===== config.mk =====
export PLATFORM = sky130hd
export DESIGN_NAME = pbq_quant
export DESIGN_NICKNAME = d
export VERILOG_FILES = /design/src/rtl/pbq_pkg.sv /design/src/rtl/pbq_quant.sv
export SDC_FILE = /design/constraint.sdc
export NUM_CORES = 1
export LEC_CHECK = 0
export BUFFER_PORTS_ARGS = -buffer_cell sky130_fd_sc_hd__buf_2
export CAP_MARGIN = 15
export CORE_UTILIZATION = 60
export DETAILED_ROUTE_END_ITERATION = 8
export PLACE_DENSITY = 0.81
export SETUP_SLACK_MARGIN = 0.1
export SKIP_CTS_REPAIR_TIMING = 1
export SLEW_MARGIN = 20
export SYNTH_ARGS = -nofsm -noshare
export SYNTH_HDL_FRONTEND = slang
export SYNTH_SLANG_ARGS = --single-unit

===== constraint.sdc =====
create_clock -name clock -period 17.7 [get_ports clock]
set_input_delay 0.885 -clock clock [delete_from_list [all_inputs] [get_ports clock]]
set_output_delay 0.885 -clock clock [all_outputs]
set_load 0.05 [all_outputs]

===== src/rtl/pbq_pkg.sv =====
// ============================================================================
// pbq_pkg : shared types, constants and helpers of the bilevel quantizer
// Holds the mode codes, register indexes, the 8x8 ordered-dither matrix,
// the pipeline item record and the error-line control record.
// ============================================================================
package pbq_pkg;

   // default size limits of the frame
   localparam int DEFAULT_MAX_WIDTH  = 1024;
   localparam int DEFAULT_MAX_HEIGHT = 1024;

   // at most this many groups of the error line get a valid flag
   localparam int VALID_GROUPS_MAX = 256;

   // configuration register indexes
   localparam logic [1:0] CSR_MODE         = 2'd0;
   localparam logic [1:0] CSR_IMAGE_WIDTH  = 2'd1;
   localparam logic [1:0] CSR_IMAGE_HEIGHT = 2'd2;

   // reset value of the size registers
   localparam logic [10:0] SIZE_RESET = 11'd1024;

   // quantizer modes
   typedef enum logic [1:0] {
      MODE_THRESHOLD = 2'd0,
      MODE_BAYER     = 2'd1,
      MODE_DIFFUSE   = 2'd2,
      MODE_PASS      = 2'd3
   } pbq_mode_type;

   // one pixel on its way from the counters to the quantizer
   typedef struct packed {
      logic [7:0] pixel;
      logic       frame_start;
      logic       last_col;
      logic       last_row;
      logic       col_zero;
      logic [2:0] bayer_row;
      logic [2:0] bayer_col;
   } pbq_item_type;

   // error line store control
   typedef struct packed {
      logic wr_en;
      logic clear;
   } pbq_ls_ctl_type;

   // 8x8 ordered-dither matrix, row-major
   localparam logic [5:0] BAYER_TABLE [64] = '{
      6'd0,  6'd32, 6'd8,  6'd40, 6'd2,  6'd34, 6'd10, 6'd42,
      6'd48, 6'd16, 6'd56, 6'd24, 6'd50, 6'd18, 6'd58, 6'd26,
      6'd12, 6'd44, 6'd4,  6'd36, 6'd14, 6'd46, 6'd6,  6'd38,
      6'd60, 6'd28, 6'd52, 6'd20, 6'd62, 6'd30, 6'd54, 6'd22,
      6'd3,  6'd35, 6'd11, 6'd43, 6'd1,  6'd33, 6'd9,  6'd41,
      6'd51, 6'd19, 6'd59, 6'd27, 6'd49, 6'd17, 6'd57, 6'd25,
      6'd15, 6'd47, 6'd7,  6'd39, 6'd13, 6'd45, 6'd5,  6'd37,
      6'd63, 6'd31, 6'd55, 6'd23, 6'd61, 6'd29, 6'd53, 6'd21
   };

   function automatic logic [5:0] bayer_level(input logic [2:0] row, input logic [2:0] col);
      return BAYER_TABLE[{row, col}];
   endfunction

   // err * k / 16, truncated toward zero
   function automatic logic signed [7:0] scale_err(input logic signed [8:0] err,
                                                   input logic [3:0] k);
      logic signed [13:0] prod;
      prod = 14'(err) * $signed({10'd0, k});
      if (prod < 0) begin
         prod = prod + 14'sd15;
      end
      return 8'(prod >>> 4);
   endfunction

endpackage


===== src/rtl/pbq_quant.sv =====
// ============================================================================
// pbq_quant : per-pixel quantizer and error diffusion
// Thresholding, ordered dither and error diffusion of the pixel in the
// work stage, with the right-carry and pending-below error registers and
// the write requests toward the error line store.
// ============================================================================
module pbq_quant #(
   parameter int MAX_WIDTH = pbq_pkg::DEFAULT_MAX_WIDTH
) (
   input  logic                             clock,
   input  logic                             reset,
   input  logic                             fire,
   input  pbq_pkg::pbq_item_type            item,
   input  logic [$clog2(MAX_WIDTH)-1:0]     col,
   input  pbq_pkg::pbq_mode_type            mode,
   input  logic signed [8:0]                line_data,
   output logic [7:0]                       pixel_q,
   output pbq_pkg::pbq_ls_ctl_type          ls_ctl,
   output logic [$clog2(MAX_WIDTH)-1:0]     ls_addr,
   output logic signed [8:0]                ls_data
);
   import pbq_pkg::*;

   localparam int COL_W = $clog2(MAX_WIDTH);

   logic signed [7:0]  right_ff, right_in;
   logic signed [8:0]  pend0_ff, pend0_in;
   logic signed [8:0]  pend1_ff, pend1_in;
   logic               q_pend_ff, q_pend_in;
   logic [COL_W-1:0]   q_addr_ff, q_addr_in;
   logic signed [8:0]  q_data_ff, q_data_in;

   logic signed [8:0]  nre, p0, p1;
   logic signed [7:0]  rc;
   logic signed [10:0] sum;
   logic [7:0]         sat;
   logic               dq;
   logic signed [8:0]  err;
   logic               spread;
   logic signed [7:0]  t_right, t_below, t_bl, t_br;
   logic signed [9:0]  w1_sum, p0_next;
   logic               diff_fire, frame_end, line_clear;
   logic               w1_en, w2_direct, q_set, q_issue;

   // error-diffused value and its error terms
   always_comb begin
      nre = item.frame_start ? 9'sd0 : line_data;
      rc  = item.frame_start ? 8'sd0 : right_ff;
      p0  = item.frame_start ? 9'sd0 : pend0_ff;
      p1  = item.frame_start ? 9'sd0 : pend1_ff;
      sum = $signed({3'b000, item.pixel}) + 11'(nre) + 11'(rc);
      if (sum < 0) begin
         sat = 8'd0;
      end else if (sum > 11'sd255) begin
         sat = 8'd255;
      end else begin
         sat = sum[7:0];
      end
      dq  = sat > 8'd128;
      err = 9'($signed({2'b00, sat}) - (dq ? 10'sd255 : 10'sd0));
      spread  = !item.last_col && !item.last_row;
      t_right = spread ? scale_err(err, 4'd7) : 8'sd0;
      if (!spread) begin
         t_below = 8'sd0;
         t_bl    = 8'sd0;
         t_br    = 8'sd0;
      end else if (item.col_zero) begin
         t_below = scale_err(err, 4'd7);
         t_bl    = 8'sd0;
         t_br    = scale_err(err, 4'd2);
      end else begin
         t_below = scale_err(err, 4'd5);
         t_bl    = scale_err(err, 4'd3);
         t_br    = scale_err(err, 4'd1);
      end
      w1_sum  = 10'(p0) + 10'(t_bl);
      p0_next = 10'(p1) + 10'(t_below);
   end

   // output pixel by mode
   always_comb begin
      case (mode)
         MODE_THRESHOLD: pixel_q = (item.pixel > 8'd128) ? 8'd255 : 8'd0;
         MODE_BAYER:     pixel_q = ({2'b00, item.pixel[7:2]} >
                                    {2'b00, bayer_level(item.bayer_row, item.bayer_col)})
                                   ? 8'd1 : 8'd0;
         MODE_DIFFUSE:   pixel_q = dq ? 8'd255 : 8'd0;
         default:        pixel_q = item.pixel;
      endcase
   end

   // line store writes: below-left entry now, own entry at row end
   always_comb begin
      diff_fire  = fire && (mode == MODE_DIFFUSE);
      frame_end  = item.last_col && item.last_row;
      line_clear = fire && (item.frame_start || frame_end);
      w1_en      = diff_fire && !frame_end && !item.col_zero;
      w2_direct  = diff_fire && !frame_end && item.last_col && item.col_zero;
      q_set      = diff_fire && !frame_end && item.last_col && !item.col_zero;
      q_issue    = q_pend_ff && !w1_en && !w2_direct && !line_clear;
      ls_ctl.wr_en = w1_en || w2_direct || q_issue;
      ls_ctl.clear = line_clear;
      if (w1_en) begin
         ls_addr = col - COL_W'(1);
         ls_data = w1_sum[8:0];
      end else if (w2_direct) begin
         ls_addr = col;
         ls_data = p1;
      end else begin
         ls_addr = q_addr_ff;
         ls_data = q_data_ff;
      end
   end

   // deferred row-end write
   always_comb begin
      q_pend_in = q_pend_ff;
      q_addr_in = q_addr_ff;
      q_data_in = q_data_ff;
      if (q_set) begin
         q_pend_in = 1'b1;
         q_addr_in = col;
         q_data_in = p1;
      end else if (q_issue || line_clear) begin
         q_pend_in = 1'b0;
      end
   end

   // right-carry and pending-below errors
   always_comb begin
      right_in = right_ff;
      pend0_in = pend0_ff;
      pend1_in = pend1_ff;
      if (fire) begin
         if (frame_end) begin
            right_in = 8'sd0;
            pend0_in = 9'sd0;
            pend1_in = 9'sd0;
         end else if (diff_fire) begin
            right_in = item.last_col ? 8'sd0 : t_right;
            pend0_in = item.last_col ? 9'sd0 : p0_next[8:0];
            pend1_in = item.last_col ? 9'sd0 : 9'(t_br);
         end else if (item.frame_start) begin
            right_in = 8'sd0;
            pend0_in = 9'sd0;
            pend1_in = 9'sd0;
         end
      end
   end

   always_ff @(posedge clock) begin
      if (reset) begin
         right_ff  <= 8'sd0;
         pend0_ff  <= 9'sd0;
         pend1_ff  <= 9'sd0;
         q_pend_ff <= 1'b0;
      end else begin
         right_ff  <= right_in;
         pend0_ff  <= pend0_in;
         pend1_ff  <= pend1_in;
         q_pend_ff <= q_pend_in;
      end
   end

   always_ff @(posedge clock) begin
      q_addr_ff <= q_addr_in;
      q_data_ff <= q_data_in;
   end

   // a clear leaves no deferred write behind
   a_clear_drops_deferred: assert property (@(posedge clock) disable iff (reset)
      ls_ctl.clear |=> !q_pend_ff)
      else $error("quant: deferred write survives a clear");

endmodule

* Yosys cells after proc, flatten, opt, wreduce, memory -nomap -nowiden
Memory sizes are Yosys's and may differ from the RTL's. Index checks and enable logic that the tools add are counted.
Storage, ports and cells: register bits 46, ROM bits 384, output and inout port bits 29, memories 1
Cells by class: $add $sub $neg 11, $mul 3, order comparisons 11, eq/ne operators 2, multiplexer cells 40, bitwise gates (word level) 1, reduce and logical (&&, ||, !) cells 25
Memory list:
- (name not given) | words 64, bits a word 6, read ports 1, clocked after memory_dff 0, wr ports 0, line pbq_pkg.sv:61 | return BAYER_TABLE[{row, col}];
Operators by type and width (number):
- $mux W8 | 16
- $mux W9 | 11
- $mux W12 | 5
- $add A12 B5 Y12 const B | 3
- $lt A13 B1 Y1 const B | 2
- $mul A9 B4 Y13 const B | 2
- $pmux W8 S3 | 1
- $mux W10 | 2
- $add A9 B8 Y9 | 2
- $gt A8 B8 Y1 const B | 2
- $logic_and A1 B1 Y1 | 12
- $lt A12 B1 Y1 const B | 1
- $mul A9 B3 Y12 const B | 1
- $mux W6 | 2
- $add A10 B5 Y11 const B | 1
- $add A10 B8 Y11 | 1
- $gt A11 B9 Y1 const B | 1
- $lt A11 B1 Y1 const B | 1
- $add A9 B5 Y10 const B | 1
- $add A9 B9 Y10 | 1
- $lt A10 B1 Y1 const B | 1
- $sub A10 B1 Y10 const B | 1
- $lt A9 B1 Y1 const B | 1
- $sub A8 B8 Y9 | 1
- other kinds (10) | 21

* Depth between registers and ports, before layout
Gate-level depths: netlist (run 1).
word-level depth 18, mapped depth 52, gate-level depth less buffers 47

* Worst setup path after synthesis (run 1)
OpenSTA, ideal clock, no wires.
path type input to output, start input item[9] (netlist bit), end output ls_data[5], data arrival time 10390 ps, data required time 16815 ps, setup slack 6425 ps, stages on the path 39, cells stage by stage clkbuf_1 -> clkbuf_1 -> nor2b_1 -> fa_1 -> ha_1 -> fa_1 -> a21o_1 -> a311oi_1 -> nor3_1 -> or4_4 -> or3_1 -> buf_2 -> and2_1 -> inv_1 -> ha_1 -> nor2b_1 -> o31a_1 -> o21a_1 -> (+3 left out) -> xnor2_1 -> ha_1 -> inv_1 -> o21bai_1 -> a21oi_1 -> o21bai_1 -> a21oi_1 -> nand2b_1 -> xnor2_1 -> or3_1 -> a21oi_1 -> ha_1 -> a21o_1 -> a21oi_1 -> o21bai_1 -> a21oi_1 -> xnor2_1 -> a221oi_1
On the way: word-level cells in the longest chain between the ends 16, elaborated cells between the ends (all ways) 22, classes of those cells 5 x add/sub; 1 x mul; 4 x order compare; 12 x mux
Ends and longest elaborated chain:
- start: declaration | line pbq_quant.sv:13 | input pbq_pkg::pbq_item_type item,
- $mux W9 | line pbq_quant.sv:47 | nre = item.frame_start ? 9'sd0 : line_data;
- $add A9 B9 Y10 | line pbq_quant.sv:51 | sum = $signed({3'b000, item.pixel}) + 11'(nre) + 11'(rc);
- $add A10 B8 Y11 | line pbq_quant.sv:51
- $gt A11 B9 Y1 | line pbq_quant.sv:54 | end else if (sum > 11'sd255) begin
- $mux W8 | line pbq_quant.sv:54
- $mux W8 | line pbq_quant.sv:52 | if (sum < 0) begin
- $gt A8 B8 Y1 | line pbq_quant.sv:59 | dq = sat > 8'd128;
- $mux W8 | line pbq_quant.sv:60 | err = 9'($signed({2'b00, sat}) - (dq ? 10'sd255 : 10'sd0));
- $sub A8 B8 Y9 | line pbq_quant.sv:60
- $mul A9 B3 Y12 | line pbq_pkg.sv:68 | prod = 14'(err) * $signed({10'd0, k});
- $add A12 B5 Y12 or $lt A12 B1 Y1 (tied branches) | line pbq_pkg.sv:70, pbq_pkg.sv:69
- $mux W12 | line pbq_pkg.sv:69 | if (prod < 0) begin
- $mux W8 | line pbq_quant.sv:67 | end else if (item.col_zero) begin
- $mux W8 | line pbq_quant.sv:63 | if (!spread) begin
- $add A9 B8 Y9 | line pbq_quant.sv:76 | w1_sum = 10'(p0) + 10'(t_bl);
- $mux W9 * | line pbq_quant.sv:103 | if (w1_en) begin
- end: declaration | line pbq_quant.sv:20 | output logic signed [8:0] ls_data
Mark *: on every way between the ends. The rest lies on a longest branch, timed or not.

* Worst setup path after layout (run 1)
start input item[9] (netlist bit), end output ls_data[8]
The elaborated chain is that of the path after synthesis.

==> results.md, run 1 <==
- Critical path's top delay family: compound AO/OA/AOI/OAI gates
- CTS tree: done
- Async SR Flop Fraction: 0%
- Top cells by area, synth: ha_1, edfxtp_1, dfxtp_1
- HPWL after detailed placement: 15800 um
- Setup tns final: 0 ps
- IO Pins: 71
- Fill count: 1031
- CP endpoint kind: output pin
- Total number of yosys warnings: 0
- Register area: 1110 um^2
- Crit-path most repeated cell: a21oi_1
- RSZ-0062 raised after global routing: no
- CTS sink cnt: 46
- Max Cap Violations: 0
- Crit share post-route: 69.0%
- Vias per cell: 6.36
- Post-route DRC: 0
- CP Class: input port to output pin
- Max FO, Critical Path: 38
- Worst Path Required: 16820 ps
- Most used DFF post-synth: dfxtp_1
- Share of layout cells above drive strength 1: 10.3%
- GPL Wtd Cong: 0.957
- Seq cells post-synth: 46
- Crit path depth: 41
- Antenna violations before repair: 0
- Commonest non-fill, non-tap cell in the layout: ha_1
- Crit path largest cell delay: 570 ps
- CTS Buffer Depth: 2
- Post-route ant nets: 0
- Pins Over Slew Limit: 0
- Register area share after synthesis: 15.0%
- ANT cells: 0
- Data arrival time of the worst path: 11330 ps
- Outcome: completed
- Largest net degree at the start of global routing: 42
- Via count: 7326
- Syn_nets: 1112
- Initial drt markers: 555
- Row Count: 40
- Die area: 12800 um^2
- CORE AREA: 12000 um^2
- WP buf/inv: 4
- Critical Path Start Type: input port
- Hold slack: 451 ps
- H-Tree Depth: 2
- Die width: 113 um
- HP Class: flop to flop
- Hold Crit Depth: 2
- Area occupied by multi-input gates: 5860 um^2
- # port buffers: 70
- Final Hold Vio Count: 0
- Number of CTS-inserted buffers: 5
- First-pass DRT Iterations: 5
- Slowest cell on the critical path: o21ai_0
- Final setup vio count: 0
- Post-synth EDFFs: 19
- Post-synthesis cell area: 7400 um^2
- Gr ovfl total: 0
- Top cell type by total area after synthesis: ha_1
- FMAX: 81.9 MHz
- Slew @ Worst Pin: 1110 ps
- GRT Util Overall: 31.3%
- Final Skew: 6.68 ps
- Clock Tree Root: clkbuf_16
- Relative slew slack: 25.4%
- Die height: 113 um
- Most frequent cells in the layout: ha_1, a21oi_1, nor2_1, buf_2, inv_1
- Utilization after layout: 66.6%
- Initial Util: 61.6%
- Nets: 1151
- Area of placed instances: 7810 um^2
- Avg Inst Size Synth: 7.67 um^2
- Vias in the first global route: 6544
- WL per Instance: 17.5 um
- Worst-Skew Late Latency: 290 ps
- First-pass GRT wire length: 32400 um
- CTS clk-pin slew, worst paths: 60 ps
- Cells on worst reg2reg path: 45
- Final wirelength: 20100 um
- Syn-to-layout area delta: 8.11%
- Design area: 8010 um^2
- Syn Inst Count: 965
- Top cell type's share of synthesized area: 14.2%
- Netlist cell types: 75
- Final min period: 12210 ps
-- registers in the layout (all words and copies together) (netlist names) --
| register | flops |
|---|---|
| pend1_ff | 9 |
| q_data_ff | 9 |
| q_pend_ff | 1 |
| right_ff | 8 |
| pend0_ff | 9 |
| q_addr_ff | 10 |
-- worst reg2reg max path: cells and delay by family (launching register included) --
family,cells,cell delay (ps)
AO/OA/AOI/OAI,21,4280
XOR/XNOR,1,240
adder cells (fa/ha/maj),8,2950
AND/OR/NAND/NOR,10,2740
flip-flops,1,330
buffers and inverters,5,620
-- area by class of cell --
cell class                 count  share of cell area (%)
clock buffer                   6                    1.73
clock inverter                 2                   0.750
inverter                      69                    3.24
multi-input combinational    807                    73.3
sequential                    46                    13.9
tap                          147                    2.30
timing repair buffer          75                    4.85
-- per-layer routing --
metal  vias to the layer above  wire (um)  GRT usage, %
li1                       3565          -             -
met1                      3417       9050          43.2
met2                       299       9140          52.2
met3                        45       1440          3.21
met4                         0        478          8.68
met5                         -          0             0
-- cells in the mapped netlist, types with 15 or more instances --
library cell  instances
edfxtp_1             19
inv_1                66
a211oi_1             16
nor2_1               82
nand3_1              26
or3_1                21
o22ai_1              15
a21o_1               25
ha_1                 84
nand2_1              41
nor3_1               16
o21ai_0              65
clkbuf_1             32
nor2b_1              33
a21oi_1              83
fa_1                 21
o21bai_1             15
and2_1               15
nand2b_1             29
dfxtp_1              27
xnor2_1              53
xor2_1               24
-- cell families (layout without fill, tap and decap cells) --
logic type               after synthesis  in the layout  synth area share [%]
AND/OR/NAND/NOR                      323            323                  23.5
AO/OA/AOI/OAI                        298            298                  26.2
buffers and inverters                112            152                  5.80
adder cells (fa/ha/maj)              105            105                  19.9
XOR/XNOR                              77             77                  9.11
flip-flops                            46             46                  15.0
multiplexers                           4              4                 0.558
-- per-stage QoR --
step | cells | worst slack (ps)
after floorplan | 965 | 6430
after global placement | 1144 | 5730
after detailed placement | 1144 | 5410
after CTS | 1152 | 5560
after global routing | 1152 | 4770
final | 1152 | 5490
-- path summary, 6_finish.rpt --
check / from / to / slack, ps
worst max-delay path: item[9] / ls_data[8] / 5490
worst min-delay path: pend1_ff[7] / pend1_ff[7] / 450
worst max register to register: right_ff[1] / pend0_ff[8] / 6370
worst min register to register: pend1_ff[7] / pend1_ff[7] / 450
Power of run 1 is left out: the tool's default activity adds up to more than one toggle a clock period on the data nets, which glitch-free logic cannot reach.
==> run 2, diff against run 1 <==
Settings changed: ABC_AREA set to 1, CORE_UTILIZATION 60 to 56, PLACE_DENSITY 0.81 to 0.79.
Clock period 17.7 ns to 10.65 ns, I/O delays scaled along.
==> results.md, run 2 <==
- Critical Path Start Type: input port (unchanged)
- Netlist cell types: 49 (was 75)
- Antenna violations before repair: 0 (unchanged)
- Register area share after synthesis: 15.9% (was 15.0%)
- Data arrival time of the worst path: 9110 ps (was 11330 ps)
- Via count: 7084 (was 7326)
- Worst Path Required: 10120 ps (was 16820 ps)
- GRT Util Overall: 28.8% (was 31.3%)
- Syn-to-layout area delta: 10.9% (was 8.11%)
- Commonest non-fill, non-tap cell in the layout: nand2_1 (was ha_1)
- CTS Buffer Depth: 2 (unchanged)
- Final wirelength: 18300 um (was 20100 um)
- Slowest cell on the critical path: fa_1 (was o21ai_0)
- Syn Inst Count: 1074 (was 965)
- Clock Tree Root: clkbuf_16 (unchanged)
- WL per Instance: 14.0 um (was 17.5 um)
- Outcome: completed (unchanged)
- HP Class: input port to flop (was flop to flop)
- Max FO, Critical Path: 23 (was 38)
- Post-route ant nets: 0 (unchanged)
- CTS sink cnt: 46 (unchanged)
- Avg Inst Size Synth: 6.52 um^2 (was 7.67 um^2)
- Most frequent cells in the layout: nand2_1, inv_1, nor2_1, ha_1, a21oi_1 (was ha_1, a21oi_1, nor2_1, buf_2, inv_1)
- Final Skew: 5.07 ps (was 6.68 ps)
- Met3 Use GR: 2.39% (was 3.21%)
- Top cell type by total area after synthesis: ha_1 (unchanged)
- Crit-path most repeated cell: nand2_1 (was a21oi_1)
- HPWL after detailed placement: 14900 um (was 15800 um)
- Largest net degree at the start of global routing: 31 (was 42)
- M1 GR Usage: 39.5% (was 43.2%)
- First-pass DRT Iterations: 6 (was 5)
- Top cell type's share of synthesized area: 15.0% (was 14.2%)
- CTS clk-pin slew, worst paths: 60 ps (about the same)
- Async SR Flop Fraction: 0% (unchanged)
- Nets: 1289 (was 1151)
- Final min period: 9640 ps
- R2R Path End: pend0_ff[8] (unchanged)
- Die width: 114 um (was 113 um)
- Initial drt markers: 579 (was 555)
- Post-route DRC: 0 (unchanged)
- Post-synth EDFFs: 19 (unchanged)
- RSZ-0062 raised after global routing: no (unchanged)
- Gr ovfl total: 0 (unchanged)
- Hold path start: col[0] (was pend1_ff[7])
- Setup tns final: 0 ps (unchanged)
- Total number of yosys warnings: 0 (unchanged)
- Final Hold Vio Count: 0 (unchanged)
- GPL Wtd Cong: 0.915 (was 0.957)
- Most frequent cells after synthesis: nand2_1, inv_1, nor2_1, ha_1, a21oi_1 (was ha_1, a21oi_1, nor2_1, inv_1, o21ai_0)
- First-pass GRT wire length: 30000 um (was 32400 um)
- CP Class: input port to output pin (unchanged)
- Worst Hold Path EP: q_addr_ff[0] (was pend1_ff[7])
- Die area: 13000 um^2 (was 12800 um^2)
- FMAX: 104 MHz
- Vias per cell: 5.40 (was 6.36)
- Pins Over Slew Limit: 0 (unchanged)
- Cell with the most instances after synthesis: nand2_1 (was ha_1)
- Post-synthesis cell area: 7000 um^2 (was 7400 um^2)
- Row Count: 40 (unchanged)
- Crit path largest cell delay: 460 ps (was 570 ps)
- Hold Crit Depth: 1 (was 2)
- Max reg flops: 10 (unchanged)
- Crit share post-route: 90.5%
- Cells on worst reg2reg path: 64 (was 45)
- Most used DFF post-synth: dfxtp_1 (unchanged)
- IO Pins: 71 (unchanged)
- CTS tree: done (unchanged)
- Worst-Skew Late Latency: 290 ps (about the same)
- Crit Reg-Reg Startpoint: right_ff[1] (unchanged)
- Relative slew slack: 34.2% (was 25.4%)
- H-Tree Depth: 2 (unchanged)
- Die height: 114 um (was 113 um)
- ANT cells: 0 (unchanged)
- Area occupied by multi-input gates: 5110 um^2 (was 5860 um^2)
- Number of CTS-inserted buffers: 5 (unchanged)
- Share of layout cells above drive strength 1: 12.2% (was 10.3%)
- Seq cells post-synth: 46 (unchanged)
- Slew @ Worst Pin: 984 ps (was 1110 ps)
- Fill count: 1134 (was 1031)
- Vias in the first global route: 6360 (was 6544)
- Register area: 1110 um^2 (unchanged)
- Syn_nets: 1221 (was 1112)
- # port buffers: 70 (unchanged)
- Top cells by area, synth: ha_1, nand2_1, inv_1 (was ha_1, edfxtp_1, dfxtp_1)
- CP endpoint kind: output pin (unchanged)
- Grt met2 use: 49.3% (was 52.2%)
- Max Cap Violations: 0 (unchanged)
- CORE AREA: 12100 um^2 (was 12000 um^2)
- Largest register by flop count: q_addr_ff (unchanged)
- Final setup vio count: 0 (unchanged)
- Layer with the highest usage: met2 (unchanged)
- Reg2reg setup slack: 1360 ps (was 6370 ps)
- Initial Util: 57.8% (was 61.6%)
## run 2: cell types whose count changed in the layout (fill, tap and decap cells not counted), sizes merged, moves of 16 or more
| cell | delta |
|---|---|
| nand2 | +198 |
| a211oi | -16 |
| nor2 | +46 |
| xnor2 | -40 |
| nor2b | -33 |
| nand3 | +21 |
| a21o | -25 |
| xor2 | +22 |
| inv | +110 |
| or3 | -21 |
| nand2b | -29 |
## run 2: area by class of cell
type / count / area share [%]
repair buffers: 87 / 6.24
clock buffers: 6 / 1.66
clock inverters: 2 / 0.483
well taps: 168 / 2.71
flip-flops and latches: 46 / 14.3
multi-input cells: 823 / 65.9
inverters: 179 / 8.75
## run 2: worst max-delay path by stage
stage,from,endpoint,slack (ps),depth (start not counted)
after global routing,item[9],ls_data[8],120,59
final,item[9],ls_data[8],1010,59
after floorplan,item[9],pend0_ff[8],1140,63
after global placement,item[9],pend0_ff[8],700,65
after CTS,item[9],pend0_ff[8],720,65
after detailed placement,item[9],pend0_ff[8],430,65
## run 2: per-stage QoR
step	worst slack, ps	hold slack [ps]	instance area (um^2)	util, %	instances
floorplan	1140	445	7000	-	1074
global placement	697	452	7510	62.0	1295
detailed placement	428	456	7510	62.0	1295
CTS	723	433	7680	63.4	1303
global route	123	433	7760	64.1	1311
finish	1010	432	7760	64.1	1311
## run 2: logic make-up after synthesis
kind of cell | share of synthesized area [%]
XOR/XNOR | 7.38
adder cells (fa/ha/maj) | 21.0
buffers and inverters | 11.4
AO/OA/AOI/OAI | 16.7
AND/OR/NAND/NOR | 27.6
flip-flops | 15.9
## run 2: per-layer routing
layer	vias up	part of all wire, %
met1	3196	46
met3	31	5.5
li1	3616	-
met4	0	1.8
met5	-	0
met2	241	47
## run 2: worst max-delay path: cells and delay by family
| family | cells | cell delay [ps] |
|---|---|---|
| buf+inv | 11 | 1260 |
| fa+ha+maj | 9 | 2790 |
| compound gates | 9 | 1300 |
| xor+xnor | 1 | 160 |
| simple gates | 29 | 3080 |
Power of run 2 is left out for the same reason.
